**src/rtl/tpc_pkg.sv**
```systemverilog
// Shared constants for the throttle position PI controller.
// No dependencies; the interfaces and the top level import it.
package tpc_pkg;

	localparam int SAMPLE_BITS_DEF = 12;
	localparam int DUTY_MAX_DEF    = 3599;
	localparam int TICK_BITS_DEF   = 16;

	localparam int TARGET_W    = 15;
	localparam int CFG_INDEX_W = 3;
	localparam int CFG_DATA_W  = 24;

	localparam logic [CFG_INDEX_W-1:0] REG_PROP_GAIN  = 3'd0;
	localparam logic [CFG_INDEX_W-1:0] REG_INTEG_GAIN = 3'd1;
	localparam logic [CFG_INDEX_W-1:0] REG_DERIV_GAIN = 3'd2;
	localparam logic [CFG_INDEX_W-1:0] REG_EMA_WEIGHT = 3'd3;
	localparam logic [CFG_INDEX_W-1:0] REG_CLOSED_DIF = 3'd4;
	localparam logic [CFG_INDEX_W-1:0] REG_OPEN_DIF   = 3'd5;

	localparam logic [23:0] PROP_GAIN_RST  = 24'd46080;
	localparam logic [23:0] INTEG_GAIN_RST = 24'd51200;
	localparam logic [23:0] DERIV_GAIN_RST = 24'd0;
	localparam logic [8:0]  EMA_WEIGHT_RST = 9'd179;
	localparam logic [12:0] CLOSED_DIF_RST = 13'd0;
	localparam logic [12:0] OPEN_DIF_RST   = 13'd4095;

	localparam logic [14:0] FULL_Q         = 15'd25600;
	localparam logic [14:0] RISE_POS_MIN   = 15'd1280;
	localparam logic [23:0] SETTLE_LIMIT   = 24'd65536;
	localparam logic [47:0] INTEG_LIMIT    = 48'd9502720000;

	// Reciprocals for the constant divisions: x / 20 = (x * AVG_RECIP) >> AVG_SHIFT
	// for x below 2^30, x / 100 = (x * DUTY_RECIP) >> DUTY_SHIFT for x below 2^23.
	localparam logic signed [31:0] AVG_RECIP  = 32'sd214748365;
	localparam int                 AVG_SHIFT  = 32;
	localparam logic signed [31:0] DUTY_RECIP = 32'sd10737419;
	localparam int                 DUTY_SHIFT = 30;

endpackage

```
**src/rtl/tpc_if.sv**
```systemverilog
// Valid/ready channels of the throttle position PI controller.
// Depends on tpc_pkg for the default widths.
interface tpc_in_if import tpc_pkg::*; #(parameter int SB = SAMPLE_BITS_DEF);
	logic                valid;
	logic                ready;
	logic [SB-1:0]       sensor_one;
	logic [SB-1:0]       sensor_two;
	logic [TARGET_W-1:0] target_percent;
	modport source(output valid, sensor_one, sensor_two, target_percent, input ready);
	modport sink(input valid, sensor_one, sensor_two, target_percent, output ready);
endinterface

interface tpc_out_if import tpc_pkg::*; #(parameter int DW = $clog2(DUTY_MAX_DEF + 1));
	logic                valid;
	logic                ready;
	logic [DW-1:0]       pwm_duty;
	logic [TARGET_W-1:0] position_percent;
	logic signed [15:0]  control_error;
	logic [TARGET_W-1:0] mean_abs_error;
	logic [15:0]         overshoot_ratio;
	logic [15:0]         rise_ticks;
	logic [15:0]         settle_ticks;
	logic                rise_found;
	logic                settle_found;
	modport source(output valid, pwm_duty, position_percent, control_error, mean_abs_error,
		overshoot_ratio, rise_ticks, settle_ticks, rise_found, settle_found, input ready);
	modport sink(input valid, pwm_duty, position_percent, control_error, mean_abs_error,
		overshoot_ratio, rise_ticks, settle_ticks, rise_found, settle_found, output ready);
endinterface

```
**src/rtl/throttle_position_pi_controller.sv**
```systemverilog
// Throttle position PI controller: each accepted input beat runs through the sequencer to one
// result beat; both divisions and the upper integral products can be skipped.
// A new input beat is taken only in the idle state, after the last result is loaded, plus any stall on the result side.
// The sequencer uses one shared 32x32 multiplier and a bit-serial divider that produces one
// quotient bit per cycle, for the position and the overshoot.
// Asynchronous active-low reset clears filters, integrator, metrics and loads the defaults.
module throttle_position_pi_controller import tpc_pkg::*; #(
	parameter int SAMPLE_BITS = SAMPLE_BITS_DEF,
	parameter int DUTY_MAX    = DUTY_MAX_DEF,
	parameter int TICK_BITS   = TICK_BITS_DEF
) (
	input  logic                   clk,
	input  logic                   arst_n,
	input  logic                   cfg_wr_en,
	input  logic [CFG_INDEX_W-1:0] cfg_index,
	input  logic [CFG_DATA_W-1:0]  cfg_data,
	tpc_in_if.sink                 in_ch,
	tpc_out_if.source              out_ch
);

	// Filter state is Q(SAMPLE_BITS).8; the position numerator needs a few extra bits.
	localparam int FW   = SAMPLE_BITS + 8;
	localparam int NW   = ((FW + 1 > 21) ? FW + 1 : 21) + 1;
	localparam int DIVW = (NW + 6 > 28) ? NW + 6 : 28;
	localparam int CW   = $clog2(DIVW);
	localparam int DW   = $clog2(DUTY_MAX + 1);
	localparam logic [39:0] DUTY_CEIL = 40'(100 * (DUTY_MAX + 1));

	// Sequencer codes.
	localparam logic [4:0] ST_IDLE  = 5'd0;
	localparam logic [4:0] ST_EM0   = 5'd1;
	localparam logic [4:0] ST_EM1   = 5'd2;
	localparam logic [4:0] ST_EM2   = 5'd3;
	localparam logic [4:0] ST_EM3   = 5'd4;
	localparam logic [4:0] ST_EM4   = 5'd5;
	localparam logic [4:0] ST_POS0  = 5'd6;
	localparam logic [4:0] ST_POS1  = 5'd7;
	localparam logic [4:0] ST_POS2  = 5'd8;
	localparam logic [4:0] ST_POS3  = 5'd9;
	localparam logic [4:0] ST_ERR   = 5'd10;
	localparam logic [4:0] ST_AF0   = 5'd11;
	localparam logic [4:0] ST_AF1   = 5'd12;
	localparam logic [4:0] ST_OV0   = 5'd13;
	localparam logic [4:0] ST_OV1   = 5'd14;
	localparam logic [4:0] ST_MET   = 5'd15;
	localparam logic [4:0] ST_C0    = 5'd16;
	localparam logic [4:0] ST_C1    = 5'd17;
	localparam logic [4:0] ST_C2    = 5'd18;
	localparam logic [4:0] ST_C3    = 5'd19;
	localparam logic [4:0] ST_C4    = 5'd20;
	localparam logic [4:0] ST_C5    = 5'd21;
	localparam logic [4:0] ST_C6    = 5'd22;
	localparam logic [4:0] ST_C7    = 5'd23;
	localparam logic [4:0] ST_DUTY0 = 5'd24;
	localparam logic [4:0] ST_DUTY1 = 5'd25;
	localparam logic [4:0] ST_FIN   = 5'd26;
	localparam logic [4:0] ST_DIV   = 5'd27;
	localparam logic [4:0] ST_AF2   = 5'd28;

	// Configuration registers.
	logic [23:0]        kp_q, ki_q, kd_q;
	logic [8:0]         weight_q;
	logic signed [12:0] closed_q, open_q;

	// Per-tick working registers.
	logic [4:0]             state_q, ret_q;
	logic [SAMPLE_BITS-1:0] raw1_q, raw2_q;
	logic [14:0]            tgt_q;
	logic signed [63:0]     prod_q, work_q;
	logic signed [NW-1:0]   num_q;
	logic signed [13:0]     span_q;
	logic [14:0]            pos_q;
	logic signed [16:0]     e_q;
	logic [15:0]            over_q;
	logic signed [55:0]     sum_q;
	logic [47:0]            it_q;

	// Divider.
	logic [DIVW-1:0] quo_q;
	logic [15:0]     rem_q, dvs_q;
	logic [CW-1:0]   cnt_q;

	// Controller state kept across ticks.
	logic [FW-1:0]          f1_q, f2_q;
	logic signed [39:0]     acc_q;
	logic signed [16:0]     prev_q, low_q;
	logic [23:0]            avg_q;
	logic [TICK_BITS-1:0]   ticks_q, rise_q, settle_q;
	logic                   rise_flag_q, settle_flag_q;

	// Result register.
	logic                out_valid_q;
	logic [DW-1:0]       duty_q, o_duty_q;
	logic [14:0]         o_pos_q, o_mae_q;
	logic [15:0]         o_err_q, o_over_q, o_rise_q, o_settle_q;
	logic                o_rf_q, o_sf_q;

	// Combinational helpers.
	logic [8:0]            w;
	logic signed [31:0]    mul_a, mul_b;
	logic [NW-1:0]         num_abs;
	logic [13:0]           span_abs;
	logic [16:0]           e_abs;
	logic [16:0]           low_neg;
	logic [16:0]           rem_sh;
	logic                  q_bit;
	logic                  tgt_zero;
	logic                  sign_change;
	logic [TICK_BITS-1:0]  ticks_eff, rise_next;
	logic                  rf_eff, sf_eff, rise_hit, rf_next, settle_hit;
	logic signed [40:0]    acc_sum;
	logic signed [39:0]    acc_next;
	logic signed [17:0]    de;
	logic [23:0]           hi_sat;
	logic [47:0]           it_clamped;
	logic [39:0]           sum_hi;
	logic [32:0]           rise_wide, settle_wide;

	assign w        = (weight_q > 9'd256) ? 9'd256 : weight_q;
	assign num_abs  = num_q[NW-1] ? NW'(-num_q) : NW'(num_q);
	assign span_abs = span_q[13] ? 14'(-span_q) : 14'(span_q);
	assign e_abs    = e_q[16] ? 17'(-e_q) : 17'(e_q);
	assign low_neg  = 17'(-low_q);
	assign rem_sh   = {rem_q, quo_q[DIVW-1]};
	assign q_bit    = (rem_sh >= {1'b0, dvs_q});
	assign tgt_zero = (tgt_q == 15'd0);
	assign de       = 18'(e_q) - 18'(prev_q);
	assign sum_hi   = 40'(sum_q[55:16]);

	// The ki * acc upper partial product only matters up to the clamp.
	assign hi_sat     = (prod_q >= 64'sd8388608) ? 24'd8388608 : {1'b0, prod_q[22:0]};
	assign it_clamped = (it_q > INTEG_LIMIT) ? INTEG_LIMIT : it_q;

	// Metric bookkeeping: a zero target clears the metrics before the capture checks.
	assign sign_change = ((prev_q < 0) && (e_q > 0)) || ((prev_q > 0) && (e_q < 0));
	assign rf_eff      = tgt_zero ? 1'b0 : rise_flag_q;
	assign sf_eff      = tgt_zero ? 1'b0 : settle_flag_q;
	assign ticks_eff   = tgt_zero ? '0 : ((ticks_q != '1) ? ticks_q + 1'b1 : ticks_q);
	assign rise_hit    = sign_change && !rf_eff && (pos_q > RISE_POS_MIN);
	assign rf_next     = rf_eff | rise_hit;
	assign rise_next   = rise_hit ? ticks_eff : (tgt_zero ? '0 : rise_q);
	assign settle_hit  = (avg_q <= SETTLE_LIMIT) && rf_next && !sf_eff;

	// Integrator with saturation at the 40-bit range.
	assign acc_sum  = 41'(acc_q) + 41'(e_q);
	always_comb begin
		if (acc_sum > 41'sh07F_FFFF_FFFF) begin
			acc_next = 40'sh7F_FFFF_FFFF;
		end else if (acc_sum < -41'sh080_0000_0000) begin
			acc_next = -40'sh80_0000_0000;
		end else begin
			acc_next = acc_sum[39:0];
		end
	end

	assign rise_wide   = 33'(rise_q);
	assign settle_wide = 33'(settle_q);

	// Operand selection for the shared multiplier.
	always_comb begin
		mul_a = '0;
		mul_b = '0;
		case (state_q)
			ST_EM0: begin
				mul_a = 32'($signed({1'b0, w}));
				mul_b = 32'($signed({1'b0, raw1_q, 8'd0}));
			end
			ST_EM1: begin
				mul_a = 32'($signed({1'b0, 9'(9'd256 - w)}));
				mul_b = 32'($signed({1'b0, f1_q}));
			end
			ST_EM2: begin
				mul_a = 32'($signed({1'b0, w}));
				mul_b = 32'($signed({1'b0, raw2_q, 8'd0}));
			end
			ST_EM3: begin
				mul_a = 32'($signed({1'b0, 9'(9'd256 - w)}));
				mul_b = 32'($signed({1'b0, f2_q}));
			end
			ST_POS1: begin
				mul_a = 32'($signed({1'b0, num_abs}));
				mul_b = 32'sd100;
			end
			ST_AF1: begin
				mul_a = $signed({1'b0, work_q[30:0]});
				mul_b = AVG_RECIP;
			end
			ST_C0: begin
				mul_a = 32'(e_q);
				mul_b = 32'sd100;
			end
			ST_C1: begin
				mul_a = 32'($signed({1'b0, kp_q}));
				mul_b = prod_q[31:0];
			end
			ST_C2: begin
				mul_a = 32'(de);
				mul_b = 32'sd10000;
			end
			ST_C3: begin
				mul_a = 32'($signed({1'b0, kd_q}));
				mul_b = prod_q[31:0];
			end
			ST_C4: begin
				mul_a = 32'($signed({1'b0, ki_q}));
				mul_b = 32'($signed({1'b0, acc_q[21:0]}));
			end
			ST_C5: begin
				mul_a = 32'($signed({1'b0, ki_q}));
				mul_b = 32'($signed({1'b0, acc_q[38:22]}));
			end
			ST_DUTY0: begin
				mul_a = $signed({1'b0, sum_hi[30:0]});
				mul_b = DUTY_RECIP;
			end
			default: begin
				mul_a = '0;
				mul_b = '0;
			end
		endcase
	end

	// Configuration writes; indexes past the list fall through.
	always_ff @(posedge clk or negedge arst_n) begin
		if (!arst_n) begin
			kp_q     <= PROP_GAIN_RST;
			ki_q     <= INTEG_GAIN_RST;
			kd_q     <= DERIV_GAIN_RST;
			weight_q <= EMA_WEIGHT_RST;
			closed_q <= CLOSED_DIF_RST;
			open_q   <= OPEN_DIF_RST;
		end else if (cfg_wr_en) begin
			case (cfg_index)
				REG_PROP_GAIN:  kp_q     <= cfg_data;
				REG_INTEG_GAIN: ki_q     <= cfg_data;
				REG_DERIV_GAIN: kd_q     <= cfg_data;
				REG_EMA_WEIGHT: weight_q <= cfg_data[8:0];
				REG_CLOSED_DIF: closed_q <= cfg_data[12:0];
				REG_OPEN_DIF:   open_q   <= cfg_data[12:0];
				default: ;
			endcase
		end
	end

	// The multiplier runs every cycle; its product is read one state later.
	always_ff @(posedge clk) begin
		prod_q <= mul_a * mul_b;
	end

	always_ff @(posedge clk or negedge arst_n) begin
		if (!arst_n) begin
			state_q       <= ST_IDLE;
			ret_q         <= ST_IDLE;
			raw1_q        <= '0;
			raw2_q        <= '0;
			tgt_q         <= '0;
			work_q        <= '0;
			num_q         <= '0;
			span_q        <= '0;
			pos_q         <= '0;
			e_q           <= '0;
			over_q        <= '0;
			sum_q         <= '0;
			it_q          <= '0;
			quo_q         <= '0;
			rem_q         <= '0;
			dvs_q         <= '0;
			cnt_q         <= '0;
			f1_q          <= '0;
			f2_q          <= '0;
			acc_q         <= '0;
			prev_q        <= '0;
			low_q         <= '0;
			avg_q         <= '0;
			ticks_q       <= '0;
			rise_q        <= '0;
			settle_q      <= '0;
			rise_flag_q   <= 1'b0;
			settle_flag_q <= 1'b0;
			duty_q        <= '0;
			out_valid_q   <= 1'b0;
			o_duty_q      <= '0;
			o_pos_q       <= '0;
			o_err_q       <= '0;
			o_mae_q       <= '0;
			o_over_q      <= '0;
			o_rise_q      <= '0;
			o_settle_q    <= '0;
			o_rf_q        <= 1'b0;
			o_sf_q        <= 1'b0;
		end else begin
			// A result leaving while the next one is loaded keeps the valid bit high.
			if (out_valid_q && out_ch.ready && (state_q != ST_FIN)) begin
				out_valid_q <= 1'b0;
			end
			case (state_q)
				ST_IDLE: begin
					if (in_ch.valid) begin
						raw1_q  <= in_ch.sensor_one;
						raw2_q  <= in_ch.sensor_two;
						tgt_q   <= (in_ch.target_percent > FULL_Q) ? FULL_Q : in_ch.target_percent;
						state_q <= ST_EM0;
					end
				end
				// Two EMA updates, each the sum of two products.
				ST_EM0: state_q <= ST_EM1;
				ST_EM1: begin
					work_q  <= prod_q;
					state_q <= ST_EM2;
				end
				ST_EM2: begin
					f1_q    <= FW'((work_q + prod_q) >>> 8);
					state_q <= ST_EM3;
				end
				ST_EM3: begin
					work_q  <= prod_q;
					state_q <= ST_EM4;
				end
				ST_EM4: begin
					f2_q    <= FW'((work_q + prod_q) >>> 8);
					state_q <= ST_POS0;
				end
				ST_POS0: begin
					num_q   <= NW'($signed({1'b0, f1_q})) - NW'($signed({1'b0, f2_q}))
						- NW'($signed({closed_q, 8'd0}));
					span_q  <= 14'(open_q) - 14'(closed_q);
					state_q <= ST_POS1;
				end
				ST_POS1: state_q <= ST_POS2;
				ST_POS2: begin
					// A zero span, a zero numerator or opposite signs all land on zero.
					if ((span_q == 14'sd0) || (num_q == '0) || (num_q[NW-1] != span_q[13])) begin
						pos_q   <= '0;
						state_q <= ST_ERR;
					end else begin
						quo_q   <= prod_q[DIVW-1:0];
						rem_q   <= '0;
						dvs_q   <= 16'(span_abs);
						cnt_q   <= '0;
						ret_q   <= ST_POS3;
						state_q <= ST_DIV;
					end
				end
				ST_POS3: begin
					pos_q   <= (quo_q > DIVW'(FULL_Q)) ? FULL_Q : quo_q[14:0];
					state_q <= ST_ERR;
				end
				ST_ERR: begin
					e_q     <= $signed({2'b0, tgt_q}) - $signed({2'b0, pos_q});
					state_q <= ST_AF0;
				end
				ST_AF0: begin
					// 19 * avg is built from shifts: 16a + 2a + a.
					work_q  <= 64'({e_abs[15:0], 8'd0}) + (64'(avg_q) << 4)
						+ (64'(avg_q) << 1) + 64'(avg_q);
					state_q <= ST_AF1;
					if (e_q < low_q) begin
						low_q <= e_q;
					end
				end
				// The division by 20 is a reciprocal product on the shared multiplier.
				ST_AF1: state_q <= ST_AF2;
				ST_AF2: begin
					avg_q   <= prod_q[AVG_SHIFT +: 24];
					state_q <= ST_OV0;
				end
				ST_OV0: begin
					if (tgt_zero) begin
						over_q  <= '0;
						state_q <= ST_MET;
					end else begin
						quo_q   <= DIVW'({low_neg, 8'd0});
						rem_q   <= '0;
						dvs_q   <= 16'(tgt_q);
						cnt_q   <= '0;
						ret_q   <= ST_OV1;
						state_q <= ST_DIV;
					end
				end
				ST_OV1: begin
					over_q  <= (quo_q > DIVW'(16'hFFFF)) ? 16'hFFFF : quo_q[15:0];
					state_q <= ST_MET;
				end
				ST_MET: begin
					if (tgt_zero) begin
						low_q <= '0;
					end
					ticks_q       <= ticks_eff;
					rise_q        <= rise_next;
					rise_flag_q   <= rf_next;
					settle_q      <= settle_hit ? ticks_eff : (tgt_zero ? '0 : settle_q);
					settle_flag_q <= sf_eff | settle_hit;
					acc_q         <= tgt_zero ? '0 : acc_next;
					state_q       <= ST_C0;
				end
				// Control law: P, then D, then the clamped integral term.
				ST_C0: state_q <= ST_C1;
				ST_C1: state_q <= ST_C2;
				ST_C2: begin
					sum_q   <= prod_q[55:0];
					state_q <= ST_C3;
				end
				ST_C3: state_q <= ST_C4;
				ST_C4: begin
					sum_q <= sum_q + prod_q[55:0];
					if (acc_q[39] || (acc_q == 40'sd0) || (ki_q == 24'd0)) begin
						it_q    <= '0;
						state_q <= ST_C7;
					end else begin
						state_q <= ST_C5;
					end
				end
				ST_C5: begin
					it_q    <= prod_q[47:0];
					state_q <= ST_C6;
				end
				ST_C6: begin
					it_q    <= it_q + (48'(hi_sat) << 22);
					state_q <= ST_C7;
				end
				ST_C7: begin
					sum_q   <= sum_q + 56'(it_clamped);
					state_q <= ST_DUTY0;
				end
				// The division by 100 is a reciprocal product on the shared multiplier.
				ST_DUTY0: begin
					if (sum_q[55] || tgt_zero) begin
						duty_q  <= '0;
						state_q <= ST_FIN;
					end else if (sum_hi >= DUTY_CEIL) begin
						duty_q  <= DW'(DUTY_MAX);
						state_q <= ST_FIN;
					end else begin
						state_q <= ST_DUTY1;
					end
				end
				ST_DUTY1: begin
					duty_q  <= prod_q[DUTY_SHIFT +: DW];
					state_q <= ST_FIN;
				end
				ST_FIN: begin
					if (!out_valid_q || out_ch.ready) begin
						out_valid_q <= 1'b1;
						o_duty_q    <= duty_q;
						o_pos_q     <= pos_q;
						o_err_q     <= e_q[15:0];
						o_mae_q     <= avg_q[22:8];
						o_over_q    <= over_q;
						o_rise_q    <= (rise_wide > 33'd65535) ? 16'hFFFF : rise_wide[15:0];
						o_settle_q  <= (settle_wide > 33'd65535) ? 16'hFFFF : settle_wide[15:0];
						o_rf_q      <= rise_flag_q;
						o_sf_q      <= settle_flag_q;
						prev_q      <= e_q;
						state_q     <= ST_IDLE;
					end
				end
				// Restoring divider, one quotient bit per cycle, returning to ret_q.
				ST_DIV: begin
					rem_q <= q_bit ? 16'(rem_sh - {1'b0, dvs_q}) : rem_sh[15:0];
					quo_q <= {quo_q[DIVW-2:0], q_bit};
					cnt_q <= cnt_q + 1'b1;
					if (cnt_q == CW'(DIVW - 1)) begin
						state_q <= ret_q;
					end
				end
				default: state_q <= ST_IDLE;
			endcase
		end
	end

	assign in_ch.ready             = (state_q == ST_IDLE);
	assign out_ch.valid            = out_valid_q;
	assign out_ch.pwm_duty         = o_duty_q;
	assign out_ch.position_percent = o_pos_q;
	assign out_ch.control_error    = o_err_q;
	assign out_ch.mean_abs_error   = o_mae_q;
	assign out_ch.overshoot_ratio  = o_over_q;
	assign out_ch.rise_ticks       = o_rise_q;
	assign out_ch.settle_ticks     = o_settle_q;
	assign out_ch.rise_found       = o_rf_q;
	assign out_ch.settle_found     = o_sf_q;

endmodule
```
**src/flat_wrapper.sv**
```systemverilog
// flat-port wrapper written by rule: the top's interface ports become plain ports
module throttle_position_pi_controller_flat import tpc_pkg::*;
#(
	parameter int SAMPLE_BITS = SAMPLE_BITS_DEF,
	parameter int DUTY_MAX    = DUTY_MAX_DEF,
	parameter int TICK_BITS   = TICK_BITS_DEF
)
  (clk, arst_n, cfg_wr_en, cfg_index, cfg_data, in_ch_valid, in_ch_sensor_one, in_ch_sensor_two, in_ch_target_percent, in_ch_ready, out_ch_valid, out_ch_pwm_duty, out_ch_position_percent, out_ch_control_error, out_ch_mean_abs_error, out_ch_overshoot_ratio, out_ch_rise_ticks, out_ch_settle_ticks, out_ch_rise_found, out_ch_settle_found, out_ch_ready);
  tpc_in_if in_ch_i ();
  tpc_out_if out_ch_i ();
  input  logic clk;
  input  logic arst_n;
  input  logic cfg_wr_en;
  input  logic [CFG_INDEX_W-1:0] cfg_index;
  input  logic [CFG_DATA_W-1:0] cfg_data;
  input wire logic [$bits(in_ch_i.valid)-1:0] in_ch_valid;
  input wire logic [$bits(in_ch_i.sensor_one)-1:0] in_ch_sensor_one;
  input wire logic [$bits(in_ch_i.sensor_two)-1:0] in_ch_sensor_two;
  input wire logic [$bits(in_ch_i.target_percent)-1:0] in_ch_target_percent;
  output wire logic [$bits(in_ch_i.ready)-1:0] in_ch_ready;
  output wire logic [$bits(out_ch_i.valid)-1:0] out_ch_valid;
  output wire logic [$bits(out_ch_i.pwm_duty)-1:0] out_ch_pwm_duty;
  output wire logic [$bits(out_ch_i.position_percent)-1:0] out_ch_position_percent;
  output wire logic [$bits(out_ch_i.control_error)-1:0] out_ch_control_error;
  output wire logic [$bits(out_ch_i.mean_abs_error)-1:0] out_ch_mean_abs_error;
  output wire logic [$bits(out_ch_i.overshoot_ratio)-1:0] out_ch_overshoot_ratio;
  output wire logic [$bits(out_ch_i.rise_ticks)-1:0] out_ch_rise_ticks;
  output wire logic [$bits(out_ch_i.settle_ticks)-1:0] out_ch_settle_ticks;
  output wire logic [$bits(out_ch_i.rise_found)-1:0] out_ch_rise_found;
  output wire logic [$bits(out_ch_i.settle_found)-1:0] out_ch_settle_found;
  input wire logic [$bits(out_ch_i.ready)-1:0] out_ch_ready;
  assign in_ch_i.valid = in_ch_valid;
  assign in_ch_i.sensor_one = in_ch_sensor_one;
  assign in_ch_i.sensor_two = in_ch_sensor_two;
  assign in_ch_i.target_percent = in_ch_target_percent;
  assign in_ch_ready = in_ch_i.ready;
  assign out_ch_valid = out_ch_i.valid;
  assign out_ch_pwm_duty = out_ch_i.pwm_duty;
  assign out_ch_position_percent = out_ch_i.position_percent;
  assign out_ch_control_error = out_ch_i.control_error;
  assign out_ch_mean_abs_error = out_ch_i.mean_abs_error;
  assign out_ch_overshoot_ratio = out_ch_i.overshoot_ratio;
  assign out_ch_rise_ticks = out_ch_i.rise_ticks;
  assign out_ch_settle_ticks = out_ch_i.settle_ticks;
  assign out_ch_rise_found = out_ch_i.rise_found;
  assign out_ch_settle_found = out_ch_i.settle_found;
  assign out_ch_i.ready = out_ch_ready;
  throttle_position_pi_controller #(.SAMPLE_BITS(SAMPLE_BITS), .DUTY_MAX(DUTY_MAX), .TICK_BITS(TICK_BITS)) u_core (.clk(clk), .arst_n(arst_n), .cfg_wr_en(cfg_wr_en), .cfg_index(cfg_index), .cfg_data(cfg_data), .in_ch(in_ch_i), .out_ch(out_ch_i));
endmodule
```
**config.mk**
```make
export PLATFORM = sky130hd
export DESIGN_NAME = throttle_position_pi_controller_flat
export DESIGN_NICKNAME = d
export VERILOG_FILES = /design/src/rtl/tpc_pkg.sv /design/src/rtl/tpc_if.sv /design/src/rtl/throttle_position_pi_controller.sv /design/src/flat_wrapper.sv
export SDC_FILE = /design/constraint.sdc
export NUM_CORES = 2
export LEC_CHECK = 0
export BUFFER_PORTS_ARGS = -buffer_cell sky130_fd_sc_hd__buf_2
export CAP_MARGIN = 20
export CORE_MARGIN = 2
export CORE_UTILIZATION = 35
export CTS_BUF_LIST = sky130_fd_sc_hd__clkbuf_4 sky130_fd_sc_hd__clkbuf_8
export DETAILED_ROUTE_END_ITERATION = 10
export GPL_TIMING_DRIVEN = 0
export PLACE_DENSITY_LB_ADDON = 0.25
export SLEW_MARGIN = 20
export SYNTH_ARGS = -nofsm -noshare
export SYNTH_HDL_FRONTEND = slang
export SYNTH_SLANG_ARGS = --single-unit
```
**constraint.sdc**
```tcl
create_clock -name clk -period 10.4 [get_ports clk]
set_clock_uncertainty 0.15 [all_clocks]
set_input_delay 2.08 -clock clk [delete_from_list [all_inputs] [get_ports clk]]
set_output_delay 2.08 -clock clk [all_outputs]
set_load 0.05 [all_outputs]
```
## Word level (Yosys, flattened, before mapping)

Cells that the tools add are included.
Widths: inputs -> output; s select.

- $add $sub $neg: 21
- Bitwise logic cells: 2
- Reductions and logical operators: 59
- Eq/ne operators: 48
- Multipliers: 1
- Muxes and demuxes: 64
- $lt $le $gt $ge: 19

Operators by type and width:

| kind | number |
|---|---|
| $pmux 32 s11 | 1 |
| $pmux 32 s10 | 1 |
| $mux 16 | 14 |
| $pmux 56 s3 | 1 |
| $pmux 5 s29 | 1 |
| $pmux 48 s3 | 1 |
| $mux 40 | 3 |
| $mux 48 | 2 |
| $pmux 28 s3 | 1 |
| $eq 5x5->1 const B | 14 |
| $ge 64x25->1 const B | 1 |
| $mul 32x32->64 | 1 |
| $pmux 16 s2 | 2 |
| $pmux 31 s2 | 1 |
| $add 56x48->56 | 1 |
| $add 56x56->56 | 1 |
| $mux 28 | 2 |
| $mux 5 | 10 |
| $add 48x46->48 | 1 |
| $gt 48x34->1 const B | 1 |
| $pmux 16 s3 | 1 |
| $mux 15 | 3 |
| $add 40x16->41 | 1 |
| $gt 41x40->1 const B | 1 |
| other kinds (72) | 148 |

- Output and inout port bits: 110
- Flip-flop bits (word level): 811
- Word-level logic and storage cells: 260

## Logic depth before layout (Yosys ltp)

- Depth in word-level cells: 10
- Mapped depth: 51
- Mapped depth without buffers: 47

## Worst setup path after synthesis

No wires, ideal clock.

- Kind: reg-to-reg
- Start: register u_core.e_q[0]
- End: register u_core.prod_q[63]
- Setup time: 72 ps
- Arrival: 11029 ps
- Path slack: -851 ps
- Period minus slack after synthesis: 11251 ps
- Stages on the path, launching flop included: 49
- Cell sequence: dfrtp_1 clkbuf_1 inv_1 ha_1 fa_1 nor2b_1 o21ai_1 a21boi_0 o21ai_0 a21boi_1 o21ai_1 a21boi_1 o21ai_1 a21oi_1 and4_1 buf_2 o41ai_2 inv_2 (+13 left out) inv_1 fa_1 inv_1 ha_1 a21o_1 a21o_1 a211oi_1 o21ai_0 nand2_1 and3_1 a311o_1 a31oi_1 and2_1 o21ai_0 a21boi_0 a221o_1 a221oi_1 xnor2_1

- Word-level cells in the longest chain between the ends: 3

Ends and longest elaborated chain:

| item | line | RTL |
|---|---|---|
| start, declared | throttle_position_pi_controller.sv:73 | `logic signed [16:0] e_q;` |
| start signal, assigned | throttle_position_pi_controller.sv:349 | `e_q <= $signed({2'b0, tgt_q}) - $signed({2'b0, pos_q});` |
| $sub 16x16->17 | throttle_position_pi_controller.sv:127 | `assign de = 18'(e_q) - 18'(prev_q);` |
| $pmux 32 s10 (*) | throttle_position_pi_controller.sv:163 | `case (state_q)` |
| $mul 32x32->64 (*) | throttle_position_pi_controller.sv:247 | `prod_q <= mul_a * mul_b;` |
| end signal, assigned | throttle_position_pi_controller.sv:247 |  |
| end, declared | throttle_position_pi_controller.sv:69 | `logic signed [63:0] prod_q, work_q;` |

Every way passes the cells marked *; elsewhere a longest branch is shown, timed or not.
A chain may end at the register's enable or synchronous reset.

## Worst setup path after layout

Ends and elaborated chain as after synthesis.

==> results.py <==
metrics = {
    "placement": {
        "port_buffers": 178,
        "dpl.hpwl_um": 270000,
        "place_congestion": 1.00,
        "pre_cts_ws_ns": -3.99,
    },
    "grt": {
        "grt_overflow": 0,
        "grt_pass1_wl_um": 486000,
        "grt_max_degree": 97,
        "track_usage_pct": 27.5,
        "grt_pass1_vias": 70289,
        "grt_antenna_before_repair": 43,
    },
    "critical_path": {
        "cp.arrival_ns": 12.19,
        "critical_path_class": "flip-flop to flip-flop",
        "worst_ep_required_time_ns": 11.07,
        "cp-end-kind": "flip-flop",
        "cp_slowest_stage_delay_ns": 0.58,
        "slowest_stage": "fa_2",
        "cp-start-kind": "flip-flop",
        "reg2reg_slack_ns": -1.13,
        "worstPathMaxFanout": 6,
    },
    "cts": {
        "worst_skew_pair.late_latency_ns": 0.94,
        "cts_inserted_buffers": 146,
        "cts.clk_slew.worst_paths_ns": 0.06,
        "htreeDepth": 4,
        "cts_tree": "built",
        "clockRootBuffer": "clkbuf_8",
        "cts_hold_buf": 0,
        "cts_num_sinks": 791,
        "cts.path.max_buffers": 3,
    },
    "floorplan": {
        "fp.dieH_um": 491,
        "rows": 178,
        "ioPinCount": 181,
        "die_area_um2": 241000,
        "initial_core_util_pct": 35.2,
        "core_um2": 235000,
        "die_w_um": 491,
    },
    "route": {
        "drtIter0Drc": 6777,
        "drt-total-wl_um": 333000,
        "num_vias": 69748,
        "wl_per_cell_um": 26.0,
        "viasPerCell": 5.45,
        "first_pass_iters": 8,
        "antenna_left": 0,
        "post-route-drc-count": 0,
    },
    "job": {
        "maxCapViolCount": 0,
    },
    "hold_path": {
        "hold_path_class": "flip-flop to flip-flop",
    },
    "sta": {
        "finalWorstSetupSlack_ns": -1.13,
        "slew_headroom_pct": 14.6,
        "fmax_mhz": 86.7,
        "timing.hold.ws_ns": 0.318,
        "slew_viol_final": 0,
        "min_period_ns": 11.53,
        "fin_crit_sh_pct": 111,
        "worstMarginPinSlew_ns": 1.28,
        "finalHoldViolCount": 0,
        "finalSetupViolCount": 35,
        "rsz0062_at_grt": "yes",
    },
    "yosys": {
        "seq_area_frac_synth_pct": 23.5,
        "syn_inst": 8949,
        "ys_warn_count": 0,
        "synth_area_per_cell_um2": 9.26,
        "synth-async-reset-ratio_pct": 91.9,
        "ys_seq_elements": 791,
        "synthFlopType": "dfrtp_1",
        "yosys.area.top_type": "fa_1",
        "synth.area.top_cells": "fa_1 (27%), dfrtp_1 (21%), ha_1 (7.5%)",
        "synth_area_um2": 82800,
        "yosysUniqueCellTypes": 101,
        "synth_edf_count": 0,
        "synth_top_area_share_pct": 26.8,
    },
    "finish": {
        "final_util_pct": 40.5,
        "drive_gt1_share_pct": 14.1,
        "area_growth_pct": 14.9,
        "finalNetCount": 11170,
    },
    "status": {
        "violations": "negative setup slack",
        "status": "complete, but fails checks",
    },
}
-- flip-flops by register name, indices dropped and copies added (netlist names), 20 cells and up --
register,count
u_core.num_q,22
u_core.sum_q,56
u_core.avg_q,24
u_core.kd_q,24
u_core.acc_q,40
u_core.it_q,48
u_core.prod_q,64
u_core.work_q,31
u_core.kp_q,24
u_core.ki_q,24
u_core.f1_q,20
u_core.f2_q,20
u_core.quo_q,28
-- final cells by class --
class / instances / area [um2]
antenna: 32 / 80.1
buffer: 382 / 2010
clock buffer: 220 / 2770
clock inverter: 45 / 477
fill: 23473 / 140000
inverter: 1487 / 5610
multi-input combinational: 6359 / 58300
sequential: 791 / 19500
tap: 3150 / 3940
timing repair buffer: 329 / 2470
-- per-stage QoR --
step | area (um2) | instances | TNS (ns)
after floorplan | 83500 | 9034 | 0
after global placement | 88300 | 12362 | -6553.76
after detailed placement | 88900 | 12387 | -132.57
after CTS | 94100 | 12712 | -23.03
after global routing | 95100 | 12776 | -27.39
final | 95200 | 12795 | -18.95
-- timing repair --
action	4_1_cts	5_1_grt
pin swaps	139	92
buffers inserted	71	56
gates resized for setup	339	224
gates cloned	1	0
setup endpoints to repair	53	46
-- synth_stat cells, types with 22 or more instances --
library cell  instances
mux2i_1              42
ha_1                494
a21boi_0             43
clkbuf_1            333
buf_1                37
dfstp_2              24
a22oi_1             102
dfxtp_1              64
dfrtp_1             703
nand2_1             950
inv_1              1484
and2_1               58
a211oi_1             30
a221oi_1             41
nand2b_1             64
nor2_1              782
nand3_1              96
o21ai_0             371
xor2_1              151
o31ai_1              48
nand4_1              43
a21o_1              154
and3_1               38
nor4_1               67
o22ai_1              26
a31oi_1              79
nor2b_1              80
o21a_1               47
nor3_1               86
o211ai_1             22
a22o_1              118
fa_1               1109
a21oi_1             340
xnor2_1             188
or3_1                38
a221o_1              45
o21bai_1             29
mux2_2              242
-- per-layer routing --
metal	track usage, %	up-vias	wire length (um)
met5	0	-	58
met4	15.6	8	21600
met3	5.38	743	26900
met2	41.3	3125	145000
met1	37.0	35547	139000
li1	-	30325	-
-- path summary, 6_finish.rpt --
| check | from | end | cells after the start |
|---|---|---|---|
| max | u_core.e_q[0]$_DFFE_PN0P_ | u_core.prod_q[63]$_DFF_P_ | 52 |
| max reg2reg | u_core.e_q[0]$_DFFE_PN0P_ | u_core.prod_q[63]$_DFF_P_ | 52 |
| min in group asynchronous | arst_n | u_core.out_ch.mean_abs_error[5]$_DFFE_PN0P_ | 1 |
| max in group asynchronous | arst_n | u_core.raw1_q[6]$_DFFE_PN0P_ | 5 |
| min | u_core.over_q[7]$_DFFE_PN0P_ | u_core.over_q[7]$_DFFE_PN0P_ | 2 |
| min reg2reg | u_core.over_q[7]$_DFFE_PN0P_ | u_core.over_q[7]$_DFFE_PN0P_ | 2 |
-- logic make-up after synthesis --
family,count (synthesis),synth area share [%]
AO/OA/AOI/OAI,1662,13.5
multiplexers,284,3.80
XOR/XNOR,339,3.58
AND/OR/NAND/NOR,2383,12.7
flip-flops,791,23.5
buffers and inverters,1885,8.62
other,2,0.00907
adder cells (fa/ha/maj),1603,34.3
-- cells in the final DEF, fill, tap and decap left out, drive strengths merged, types with 45 or more instances in the layout --
cell type	count
inv	1491
fa	1109
nand2	951
nor2	783
dfrtp	703
clkbuf	530
ha	494
buf	398
o21ai	383
a21oi	342
mux2	242
xnor2	188
a21o	154
xor2	151
a22o	118
a22oi	102
nand3	96
nor3	88
conb	87
nor2b	80
a31oi	79
nor4	67
nand2b	64
dfxtp	64
and2	58
o31ai	51
o21a	47
a21boi	46
a221o	45
-- critical path: cells and delay by family (launching register included) --
kind	cells	cell delay, ns
AO/OA/AOI/OAI	17	2.88
XOR/XNOR	1	0.16
adder cells (fa/ha/maj)	11	4.68
buffers and inverters	13	1.46
flip-flops	1	0.48
AND/OR/NAND/NOR	10	1.60
Power is left out: the tool's default activity adds up to more than one toggle a clock period on the data nets, which glitch-free logic cannot reach.
